--- src/hw/rtl/regression_slope_trend_top_macros.svh ---
// Assertion macros shared by the regression slope trend RTL.
`ifndef REGRESSION_SLOPE_TREND_TOP_MACROS_SVH
`define REGRESSION_SLOPE_TREND_TOP_MACROS_SVH

// same-cycle implication, sampled on clk, off while arst_n is low
`define RST_ASSERT_IMP(name, ante, cons, msg) \
	name: assert property (@(posedge clk) disable iff (!arst_n) (ante) |-> (cons)) else $error(msg);

// next-cycle implication, sampled on clk, off while arst_n is low
`define RST_ASSERT_NXT(name, ante, cons, msg) \
	name: assert property (@(posedge clk) disable iff (!arst_n) (ante) |=> (cons)) else $error(msg);

`endif

--- src/hw/rtl/rst_pkg.sv ---
// Package: widths, codes and types of the regression slope trend block.
`default_nettype none
package rst_pkg;

	localparam int unsigned MAX_SAMPLES_DEF = 1024;
	localparam int unsigned MIN_SAMPLES     = 3;

	localparam int unsigned TIME_W     = 32;
	localparam int unsigned VALUE_W    = 24;
	localparam int unsigned REL_W      = 24;
	localparam int unsigned SLOPE_W    = 40;
	localparam int unsigned TREND_W    = 2;
	localparam int unsigned DIR_W      = 2;
	localparam int unsigned SENS_W     = 31;
	localparam int unsigned CFG_IDX_W  = 1;
	localparam int unsigned CFG_DATA_W = 31;

	localparam int unsigned SUM_W   = 34;
	localparam int unsigned PSUM_W  = 58;
	localparam int unsigned QSUM_W  = 57;
	localparam int unsigned OPND_W  = 33;
	localparam int unsigned PROD_W  = 2 * OPND_W;
	localparam int unsigned CHUNK_W = 32;
	localparam int unsigned MAG_W   = 2 * CHUNK_W;
	localparam int unsigned ACC_W   = 72;
	localparam int unsigned STEP_W  = 4;

	localparam logic signed [TIME_W:0] REL_MAX_X = 33'sd8388607;
	localparam logic signed [TIME_W:0] REL_MIN_X = -33'sd8388608;
	localparam logic signed [REL_W-1:0] REL_MAX = 24'sh7FFFFF;
	localparam logic signed [REL_W-1:0] REL_MIN = 24'sh800000;

	localparam logic [SLOPE_W-1:0] SLOPE_POS_MAX = 40'h7F_FFFF_FFFF;
	localparam logic [SLOPE_W-1:0] SLOPE_NEG_MAG = 40'h80_0000_0000;

	localparam logic [TREND_W-1:0] TREND_STABLE    = 2'd0;
	localparam logic [TREND_W-1:0] TREND_IMPROVING = 2'd1;
	localparam logic [TREND_W-1:0] TREND_WORSE     = 2'd2;
	localparam logic [TREND_W-1:0] TREND_UNDEF     = 2'd3;

	localparam logic [DIR_W-1:0] DIR_LOWER = 2'd1;

	localparam logic [CFG_IDX_W-1:0] REG_DIRECTION   = 1'd0;
	localparam logic [CFG_IDX_W-1:0] REG_SENSITIVITY = 1'd1;

	typedef enum logic [3:0] {
		ST_IDLE,
		ST_TY,
		ST_TT,
		ST_CHECK,
		ST_MUL,
		ST_ACC,
		ST_DIV,
		ST_CAP,
		ST_FINISH
	} state_t;

	typedef struct packed {
		logic signed [OPND_W-1:0] a;
		logic signed [OPND_W-1:0] b;
	} mul_op_t;

endpackage
`default_nettype wire

--- src/hw/rtl/rst_mul.sv ---
// Shared signed multiplier with registered product.
`default_nettype none
module rst_mul import rst_pkg::*; (
	input  wire logic                     clk,
	input  wire logic                     en,
	input  wire mul_op_t                  op,
	output logic signed [PROD_W-1:0]      prod
);

	logic signed [PROD_W-1:0] prod_q;

	always_ff @(posedge clk) begin
		if (en) begin
			prod_q <= op.a * op.b;
		end
	end

	assign prod = prod_q;

endmodule
`default_nettype wire

--- config.mk ---
export PLATFORM = sky130hd
export DESIGN_NAME = rst_mul
export DESIGN_NICKNAME = d
export VERILOG_FILES = /design/src/hw/rtl/regression_slope_trend_top_macros.svh /design/src/hw/rtl/rst_pkg.sv /design/src/hw/rtl/rst_mul.sv
export SDC_FILE = /design/constraint.sdc
export NUM_CORES = 2
export LEC_CHECK = 0
export ABC_AREA = 1
export BUFFER_PORTS_ARGS = -buffer_cell sky130_fd_sc_hd__buf_2
export CAP_MARGIN = 20
export CORE_AREA = 2 2 386 388
export CTS_CLUSTER_DIAMETER = 80
export DETAILED_ROUTE_END_ITERATION = 8
export DIE_AREA = 0 0 388 390
export SKIP_CTS_REPAIR_TIMING = 1
export SYNTH_ARGS = -nofsm -noshare
export SYNTH_HDL_FRONTEND = slang
export SYNTH_SLANG_ARGS = --single-unit
--- constraint.sdc ---
create_clock -name clk -period 16.78 [get_ports clk]
set_input_delay 2.517 -clock clk [delete_from_list [all_inputs] [get_ports clk]]
set_output_delay 2.517 -clock clk [all_outputs]
set_load 0.02 [all_outputs]
==> results.toml <==
[synth]
yosysSeqAreaShare = 0.0452
async_flop_share = 0
synth_cells = 5543
yosysWarnings = 0
synthFlopType = "edfxtp_1"
syn-num-nets = 6973
avgSynthCellArea_um2 = 7.91
netlist_area_um2 = 43800
synth-edff-count = 66
ys_types = 35
synth-seq-cells = 66

[worst_setup_path]
worstSetupPathType = "input port to flip-flop"
worst_setup_path_start_kind = "input port"
crit_arrival_ns = 10.29
critPathCaptureType = "flip-flop"
crit_required_ns = 16.90
critPathMaxFanout = 33

[run_status]
status = "completed"

[sta]
finalCritPeriodShare = 0.606
rsz0062_at_grt = "no"
tns_ns = 0
drv_slew = 0
maxSlewHeadroom = 0.315
clock.fmax_mhz = 98.3
tightest_slew_ns = 1.03
finalHoldViolations = 0
min_period_ns = 10.17
finalSetupViolCount = 0

[clock_tree]
h-tree-depth = 3
path_clk_slew_ns = 0.06
clock-sinks = 66
cts_tree = "yes"
clockBufferDepth = 2
clock-root-buffer = "clkbuf_16"
cts_buffers = 9

[die]
coreArea_um2 = 147000
start_util = 0.298
ios = 134
num_rows = 141
die_w_um = 388
design.die.area_um2 = 151000
fp.dieH_um = 390

[place]
numPortBuffers = 133
hpwl_um = 106000
dp_cells = 7365
gp_congestion = 0.933
placed_area_um2 = 46100

[run]
max_cap_viol_count = 0

[final_layout]
fill_cells = 15800
register_area_um2 = 1980
fin_area_um2 = 46500
drive_gt1_frac = 0.0427
nNetsFinal = 6877
largest_reg_flops = 66
multiInputGateArea_um2 = 33800
stdcell_count = 7385
area_growth_pct = 5.97

[min_path]
min_path_cells = 2
min_to = "prod[7]$_DFFE_PP_"
hold_path.class = "input port to flip-flop"
min_from = "en"

[grt]
overflow = 0
grtUsageMet1 = 0.212
grt_pass1_wl_um = 207000
grtUsageMet3 = 0.0200
antenna_found_initial = 17
use_met2 = 0.326
grt_max_degree = 67
busiest_layer = "met2"
grt_use_total = 0.175
grt_pass1_vias = 36900

[routing]
drt-wirelength-per-cell_um = 17.2
drc = 0
first_iter_violations = 1864
vias = 32900
viasPerCell = 4.45
postRouteAntennaNets = 0
drt_first_pass_iters = 7
routed_wl_um = 127000
## placed cells by master, fill, tap and decap left out, types with 5 or more instances in the layout
master	count
nand3_2	8
nand4_1	19
or2_2	5
buf_4	22
edfxtp_1	66
o21ai_0	19
o21bai_1	14
nor2_2	20
xor2_1	37
nand3_1	70
ha_1	217
nand2_2	17
nor2_1	131
a21oi_1	61
fa_1	1145
nor3_1	7
inv_1	1894
nand2_1	1517
clkbuf_16	9
buf_2	133
## stage by stage
step                      setup slack (ns)  hold WS (ns)   util
after floorplan                       7.37          2.63      -
after global placement                6.28          2.96  0.313
after detailed placement              6.14          2.96  0.313
after CTS                             6.53          2.94  0.315
after global routing                  6.09          2.97  0.316
final                                 6.61          2.92  0.316
## cell usage after synthesis (2+ instances only)
| cell type | n | area [um^2] |
|---|---|---|
| nor4_1 | 4 | 25.0 |
| o21ai_1 | 3 | 15.0 |
| nor2_2 | 20 | 125 |
| nor3_1 | 7 | 35.0 |
| clkbuf_1 | 262 | 983 |
| fa_1 | 1145 | 22900 |
| ha_1 | 217 | 2720 |
| nor2_4 | 3 | 33.8 |
| xnor2_1 | 4 | 35.0 |
| o21bai_1 | 14 | 105 |
| nand2_1 | 1517 | 5690 |
| nand3b_1 | 3 | 22.5 |
| and2_1 | 2 | 12.5 |
| xor2_1 | 37 | 324 |
| a21oi_1 | 61 | 305 |
| a21oi_2 | 4 | 35.0 |
| inv_1 | 1894 | 7110 |
| o21ai_0 | 19 | 95.1 |
| nand3_2 | 8 | 80.1 |
| a21o_1 | 2 | 15.0 |
| nand3_1 | 70 | 350 |
| nand2_2 | 17 | 106 |
| nor2_1 | 131 | 492 |
| nand4_1 | 19 | 119 |
| or2_2 | 5 | 31.3 |
| edfxtp_1 | 66 | 1980 |
## layer usage
layer | up-vias | share of wire
met1 | 16900 | 0.40
met2 | 923 | 0.52
li1 | 14900 | -
met3 | 243 | 0.048
met4 | 12 | 0.035
met5 | - | 0.00065
## worst max-delay path, cell delays in order
cell and delay, ns:
buf_2 0.55, nand2_1 0.21, inv_1 0.18, fa_1 0.49, fa_1 0.62, fa_1 0.69
fa_1 1.28, fa_1 0.58, fa_1 0.51, fa_1 0.50, inv_1 0.06, fa_1 0.47
inv_1 0.04, ha_1 0.43, nand2_1 0.13, nor2_1 0.26, nand2_1 0.19, nor4_2 0.28
nand2_1 0.10, nand4_1 0.09, nand2_1 0.06
## worst max path at each step
stage	slack (ns)	depth (start not counted)	start	to
after floorplan	7.37	23	op[65]	prod[60]$_DFFE_PP_
after global placement	6.28	23	op[65]	prod[60]$_DFFE_PP_
after detailed placement	6.14	23	op[65]	prod[60]$_DFFE_PP_
after CTS	6.53	21	op[65]	prod[55]$_DFFE_PP_
after global routing	6.09	21	op[65]	prod[63]$_DFFE_PP_
final	6.61	21	op[65]	prod[55]$_DFFE_PP_
## layout make-up
cell class	count	area share
clock buffer	9	0.00485
antenna	3	0.000162
clock inverter	7	0.00215
inverter	1895	0.153
timing repair buffer	156	0.0185
multi-input combinational	3319	0.727
tap	1930	0.0520
sequential	66	0.0427
## kinds of logic after synthesis
group                      count (synthesis)  share of synthesized area
xor gates and xnor gates                  41                    0.00819
AOI/OAI and AO/OA                        106                     0.0136
and+or+nand+nor                         1810                      0.163
adders and majority gates               1362                      0.585
DFF                                       66                     0.0452
buffers and inverters                   2158                      0.185
Power is not shown: default switching activity piles up to over one toggle a cycle in this logic, so the estimate is an artifact.
