<file path="src/hw/rtl/regression_slope_trend_top_macros.svh">
// Assertion macros shared by the regression slope trend RTL.
`ifndef REGRESSION_SLOPE_TREND_TOP_MACROS_SVH
`define REGRESSION_SLOPE_TREND_TOP_MACROS_SVH

// same-cycle implication, sampled on clk, off while arst_n is low
`define RST_ASSERT_IMP(name, ante, cons, msg) \
	name: assert property (@(posedge clk) disable iff (!arst_n) (ante) |-> (cons)) else $error(msg);

// next-cycle implication, sampled on clk, off while arst_n is low
`define RST_ASSERT_NXT(name, ante, cons, msg) \
	name: assert property (@(posedge clk) disable iff (!arst_n) (ante) |=> (cons)) else $error(msg);

`endif

</file>
<file path="src/hw/rtl/rst_pkg.sv">
// Package: widths, codes and types of the regression slope trend block.
`default_nettype none
package rst_pkg;

	localparam int unsigned MAX_SAMPLES_DEF = 1024;
	localparam int unsigned MIN_SAMPLES     = 3;

	localparam int unsigned TIME_W     = 32;
	localparam int unsigned VALUE_W    = 24;
	localparam int unsigned REL_W      = 24;
	localparam int unsigned SLOPE_W    = 40;
	localparam int unsigned TREND_W    = 2;
	localparam int unsigned DIR_W      = 2;
	localparam int unsigned SENS_W     = 31;
	localparam int unsigned CFG_IDX_W  = 1;
	localparam int unsigned CFG_DATA_W = 31;

	localparam int unsigned SUM_W   = 34;
	localparam int unsigned PSUM_W  = 58;
	localparam int unsigned QSUM_W  = 57;
	localparam int unsigned OPND_W  = 33;
	localparam int unsigned PROD_W  = 2 * OPND_W;
	localparam int unsigned CHUNK_W = 32;
	localparam int unsigned MAG_W   = 2 * CHUNK_W;
	localparam int unsigned ACC_W   = 72;
	localparam int unsigned STEP_W  = 4;

	localparam logic signed [TIME_W:0] REL_MAX_X = 33'sd8388607;
	localparam logic signed [TIME_W:0] REL_MIN_X = -33'sd8388608;
	localparam logic signed [REL_W-1:0] REL_MAX = 24'sh7FFFFF;
	localparam logic signed [REL_W-1:0] REL_MIN = 24'sh800000;

	localparam logic [SLOPE_W-1:0] SLOPE_POS_MAX = 40'h7F_FFFF_FFFF;
	localparam logic [SLOPE_W-1:0] SLOPE_NEG_MAG = 40'h80_0000_0000;

	localparam logic [TREND_W-1:0] TREND_STABLE    = 2'd0;
	localparam logic [TREND_W-1:0] TREND_IMPROVING = 2'd1;
	localparam logic [TREND_W-1:0] TREND_WORSE     = 2'd2;
	localparam logic [TREND_W-1:0] TREND_UNDEF     = 2'd3;

	localparam logic [DIR_W-1:0] DIR_LOWER = 2'd1;

	localparam logic [CFG_IDX_W-1:0] REG_DIRECTION   = 1'd0;
	localparam logic [CFG_IDX_W-1:0] REG_SENSITIVITY = 1'd1;

	typedef enum logic [3:0] {
		ST_IDLE,
		ST_TY,
		ST_TT,
		ST_CHECK,
		ST_MUL,
		ST_ACC,
		ST_DIV,
		ST_CAP,
		ST_FINISH
	} state_t;

	typedef struct packed {
		logic signed [OPND_W-1:0] a;
		logic signed [OPND_W-1:0] b;
	} mul_op_t;

endpackage
`default_nettype wire

</file>
<file path="src/hw/rtl/rst_div.sv">
// Bit-serial restoring divider, one quotient bit per cycle.
`default_nettype none
module rst_div import rst_pkg::*; #(
	parameter int unsigned WIDTH = ACC_W
) (
	input  wire logic             clk,
	input  wire logic             arst_n,
	input  wire logic             start,
	input  wire logic [WIDTH-1:0] dividend,
	input  wire logic [WIDTH-1:0] divisor,
	output logic                  done,
	output logic [WIDTH-1:0]      quotient
);

	localparam int unsigned CNT_W = $clog2(WIDTH + 1);

	logic             busy_q;
	logic             done_q;
	logic [CNT_W-1:0] cnt_q;
	logic [WIDTH-1:0] rem_q;
	logic [WIDTH-1:0] quo_q;
	logic [WIDTH-1:0] dvs_q;
	logic [WIDTH:0]   trial;
	logic [WIDTH:0]   diff;
	logic             fits;

	assign trial = {rem_q, quo_q[WIDTH-1]};
	assign diff  = trial - {1'b0, dvs_q};
	assign fits  = !diff[WIDTH];

	always_ff @(posedge clk or negedge arst_n) begin
		if (!arst_n) begin
			busy_q <= 1'b0;
			done_q <= 1'b0;
			cnt_q  <= '0;
		end else begin
			done_q <= 1'b0;
			if (start) begin
				busy_q <= 1'b1;
				cnt_q  <= CNT_W'(WIDTH);
			end else if (busy_q) begin
				cnt_q <= cnt_q - 1'b1;
				if (cnt_q == CNT_W'(1)) begin
					busy_q <= 1'b0;
					done_q <= 1'b1;
				end
			end
		end
	end

	always_ff @(posedge clk) begin
		if (start) begin
			rem_q <= '0;
			quo_q <= dividend;
			dvs_q <= divisor;
		end else if (busy_q) begin
			rem_q <= fits ? diff[WIDTH-1:0] : trial[WIDTH-1:0];
			quo_q <= {quo_q[WIDTH-2:0], fits};
		end
	end

	assign done     = done_q;
	assign quotient = quo_q;

endmodule
`default_nettype wire
</file>
<file path="config.mk">
export PLATFORM = sky130hd
export DESIGN_NAME = rst_div
export DESIGN_NICKNAME = d
export VERILOG_FILES = /design/src/hw/rtl/regression_slope_trend_top_macros.svh /design/src/hw/rtl/rst_pkg.sv /design/src/hw/rtl/rst_div.sv
export SDC_FILE = /design/constraint.sdc
export NUM_CORES = 1
export LEC_CHECK = 0
export BUFFER_PORTS_ARGS = -buffer_cell sky130_fd_sc_hd__buf_2
export CORE_UTILIZATION = 60
export CTS_CLUSTER_DIAMETER = 50
export DETAILED_ROUTE_END_ITERATION = 12
export PLACE_DENSITY = 0.84
export SYNTH_ARGS = -nofsm -noshare
export SYNTH_HDL_FRONTEND = slang
export SYNTH_SLANG_ARGS = --single-unit
</file>
<file path="constraint.sdc">
create_clock -name clk -period 8.1 [get_ports clk]
set_input_delay 0.81 -clock clk [delete_from_list [all_inputs] [get_ports clk]]
set_output_delay 0.81 -clock clk [all_outputs]
set_load 0.005 [all_outputs]
</file>
==> key figures <==
Timing
  • Hold Slack: 0.0883 ns
  • Final hold vios: 0
  • Slew @ Worst Pin: 1.10 ns
  • Max Freq: 0.223 GHz
  • Setup violators final: 0
  • Slew headroom: 0.264
  • Worst Clk Skew: 0.0112 ns
  • RSZ-0062 raised after global routing: false
  • Pins Over Slew Limit: 0
  • Min Clock Period, post-route: 4.48 ns
  • Fin crit share: 0.553
  • Setup TNS Final: 0 ns

Cells and area
  • Nets@finish: 1854
  • Final core utilization: 0.709
  • Post-route cell area: 16000 µm²
  • Filler cell count: 1696
  • Share of layout cells above drive strength 1: 0.237
  • Area grow syn2layout: 15.6%

Setup path
  • Crit-path max FO: 31
  • Setup crit start kind: register
  • R2R Setup Slk: roughly 3.6 ns
  • CP Capture Type: register
  • Critical Path RT: between 8 and 9 ns
  • Start of the worst register-to-register path: quotient[71]
  • FF-to-FF End: rem_q[14]
  • CP arrival: 4.95 ns
  • Critical path class: register to register
  • Worst reg-to-reg path cell count: 14

Power
  • Leakage: roughly 0.0069 µW
  • Power Density: 327 nW/µm²
  • Worst vdd rail ir drop: 0.207 mV
  • Total power: 5240 µW

Synth
  • Yosys reg bits: about 230
  • Post-synthesis compound-gate area fraction: 0.203
  • Unique cell type count in the Yosys netlist: 83
  • Post-Syn Instances: approximately 1.5k
  • Largest family of logic cells by synthesized area: compound AO/OA/AOI/OAI gates
  • Sequential area share after synthesis: 0.432
  • Mux contribution to synthesized area: 0.0613
  • Mapped Nets: roughly 1.7k
  • Post-Synth Simple-Gate Area: 0.149
  • Post-Synth XOR/XNOR Area: 0.0360
  • Post-Syn Area: 13900 µm²
  • EDFF count, synth: 144
  • Post-Synth Adder-Cell Area: 0.0682
  • Most common flop cell mapped by yosys: edfxtp_1
  • Average size of a mapped cell: about 9.6 µm²
  • Synth Warn #: 0
  • Post-synth ARST share: 0.0400

Clocking
  • CTS Buffer Depth: 3
  • Clk slew on worst S/H paths: 0.06 ns
  • CTS-repair resized insts: 0
  • Post-CTS Setup Bufs: 0
  • Root buffer cell: clkbuf_16
  • Clock sink count: approximately 230
  • CTS Hold Bufs: 0
  • Clk Latency, worst-skew pair: 0.56 ns
  • CTS tree: built
  • H-tree depth: 1
  • CTS Buf Count: 29

Die
  • Die width: 154 µm
  • Initial Util: 0.613
  • IO Pins: 220
  • Die Area: ~24000 µm²
  • Site row count: 55
  • Core Region: 22600 µm²
  • Height of the die: 154 µm

Global route
  • Initial antenna violation count: 2
  • Tot GR Track Use: 0.310
  • First-pass GRT wire length: 59.1 mm
  • Largest net degree at the start of global routing: 95
  • Total congestion overflow: 0
  • Vias in the first global route: 11.7k

Hold path
  • Worst min path class: input port to async pin

Detailed routing
  • Avg WL per Cell: 18.8 µm
  • DR vias/cell: 6.14
  • Starting DRT DRC Count: 924
  • Vias: 11.9k
  • WL final: roughly 37 mm
  • Pre-antenna DRT Iters: 5
  • ANT nets after route: 0
  • Residual DRC count: 0

Place
  • Routability Congestion: 0.951
  • Buffers added on ports: 219
  • Dpl cell area: between 15000 and 20000 µm²
  • DP HPWL: 26.7 mm

Flow run
  • Max cap viols: 0

Run status
  • Status: finished, final reports clean
how the worst max path moves through the flow:
| stage | startpoint | end | depth (start not counted) |
|---|---|---|---|
| floorplan | quotient[71] | rem_q[14] | 14 |
| global placement | quotient[71] | rem_q[14] | 14 |
| detailed placement | quotient[71] | rem_q[14] | 14 |
| CTS | quotient[71] | rem_q[14] | 14 |
| global route | quotient[71] | rem_q[14] | 14 |
| finish | quotient[71] | rem_q[14] | 14 |
state kept, by name (all words and copies together), names as in the netlist:
register and count:
dvs_q 72, quotient 72, rem_q 72, cnt_q 7
busy_q 1, done 1
cell type report:
cell class | instances | area, µm² | area share
clock buffer | 39 | 793 | 0.0494
multi-input combinational | 1051 | 7190 | 0.448
antenna | 2 | 5.00 | 0.000312
tap | 285 | 357 | 0.0222
clock inverter | 15 | 183 | 0.0114
sequential | 225 | 5990 | 0.374
inverter | 100 | 375 | 0.0234
timing repair buffer | 225 | 1150 | 0.0717
layout by cell type, fill, tap and decap left out, drive strengths merged, types with 7 or more instances in the layout:
| master | n |
|---|---|
| buf | 224 |
| nand2 | 187 |
| edfxtp | 144 |
| nor2 | 121 |
| inv | 107 |
| a21oi | 103 |
| ha | 74 |
| mux2 | 72 |
| dfxtp | 72 |
| o21ai | 69 |
| a311oi | 54 |
| clkbuf | 40 |
| a21o | 33 |
| xnor2 | 33 |
| nor3 | 32 |
| nand4 | 25 |
| xor2 | 24 |
| o21bai | 23 |
| nand3 | 21 |
| or3 | 15 |
| a31oi | 14 |
| a211oi | 14 |
| o21a | 11 |
| and2 | 10 |
| o211ai | 10 |
| nand3b | 9 |
| dfrtp | 9 |
| o31ai | 7 |
power by group:
group / internal [µW] / total (µW) / switching (µW)
combinational: 891 / 2310 / 1420
clock: 768 / 1300 / 530
sequential: 1460 / 1630 / 175
total: 3120 / 5240 / 2120
cell usage after synthesis, types with 11 or more instances:
| library cell | count | area, µm² |
|---|---|---|
| nand2_1 | 186 | 698 |
| edfxtp_1 | 144 | 4320 |
| nor2_1 | 120 | 450 |
| a21oi_1 | 99 | 495 |
| inv_1 | 99 | 372 |
| ha_1 | 74 | 926 |
| dfxtp_1 | 72 | 1440 |
| mux2_2 | 72 | 811 |
| clkbuf_1 | 58 | 218 |
| o21ai_0 | 48 | 240 |
| a311oi_1 | 35 | 307 |
| a21o_1 | 33 | 248 |
| xnor2_1 | 33 | 289 |
| nor3_1 | 31 | 155 |
| nand4_1 | 24 | 150 |
| xor2_1 | 24 | 210 |
| o21bai_1 | 23 | 173 |
| nand3_1 | 20 | 100 |
| a311oi_2 | 19 | 285 |
| o21ai_1 | 19 | 95.1 |
| a211oi_1 | 14 | 105 |
| a31oi_1 | 14 | 87.6 |
| or3_1 | 14 | 87.6 |
| buf_2 | 12 | 60.1 |
| o21a_1 | 11 | 82.6 |
kinds of logic (layout without fill, tap and decap cells):
| logic type | count (synthesis) | count (layout) |
|---|---|---|
| AOI/OAI and AO/OA | 388 | 388 |
| DFF | 225 | 225 |
| buffers and inverters | 175 | 379 |
| and+or+nand+nor | 455 | 455 |
| xor gates and xnor gates | 57 | 57 |
| adders and majority gates | 75 | 75 |
| other | 0 | 2 |
| muxes | 76 | 76 |
stage by stage:
stage               setup WS (ns)  std cells
detailed placement           3.77       1886
global placement             3.88       1886
floorplan                    4.94       1451
CTS                          3.75       1940
finish                       3.62       1942
global route                 3.40       1941
worst max-delay path, stage by stage (launching register included):
cell       delay, ns
edfxtp_1        0.36
inv_1           0.05
ha_1            0.21
fa_1            0.42
nor2b_1         0.18
o2111ai_1       0.20
a211oi_1        0.48
o21ai_2         0.17
nand3_2         0.17
a41o_1          0.24
or3_1           0.32
nand2_2         0.48
buf_4           0.43
or3_1           0.40
a311oi_1        0.26
per-layer routing:
layer	track usage	routed length, µm
met1	0.392	15000
met2	0.515	17000
met3	0.0617	2860
met4	0.137	1720
met5	0	12
Note: power is estimated with default switching activity, not from simulation.
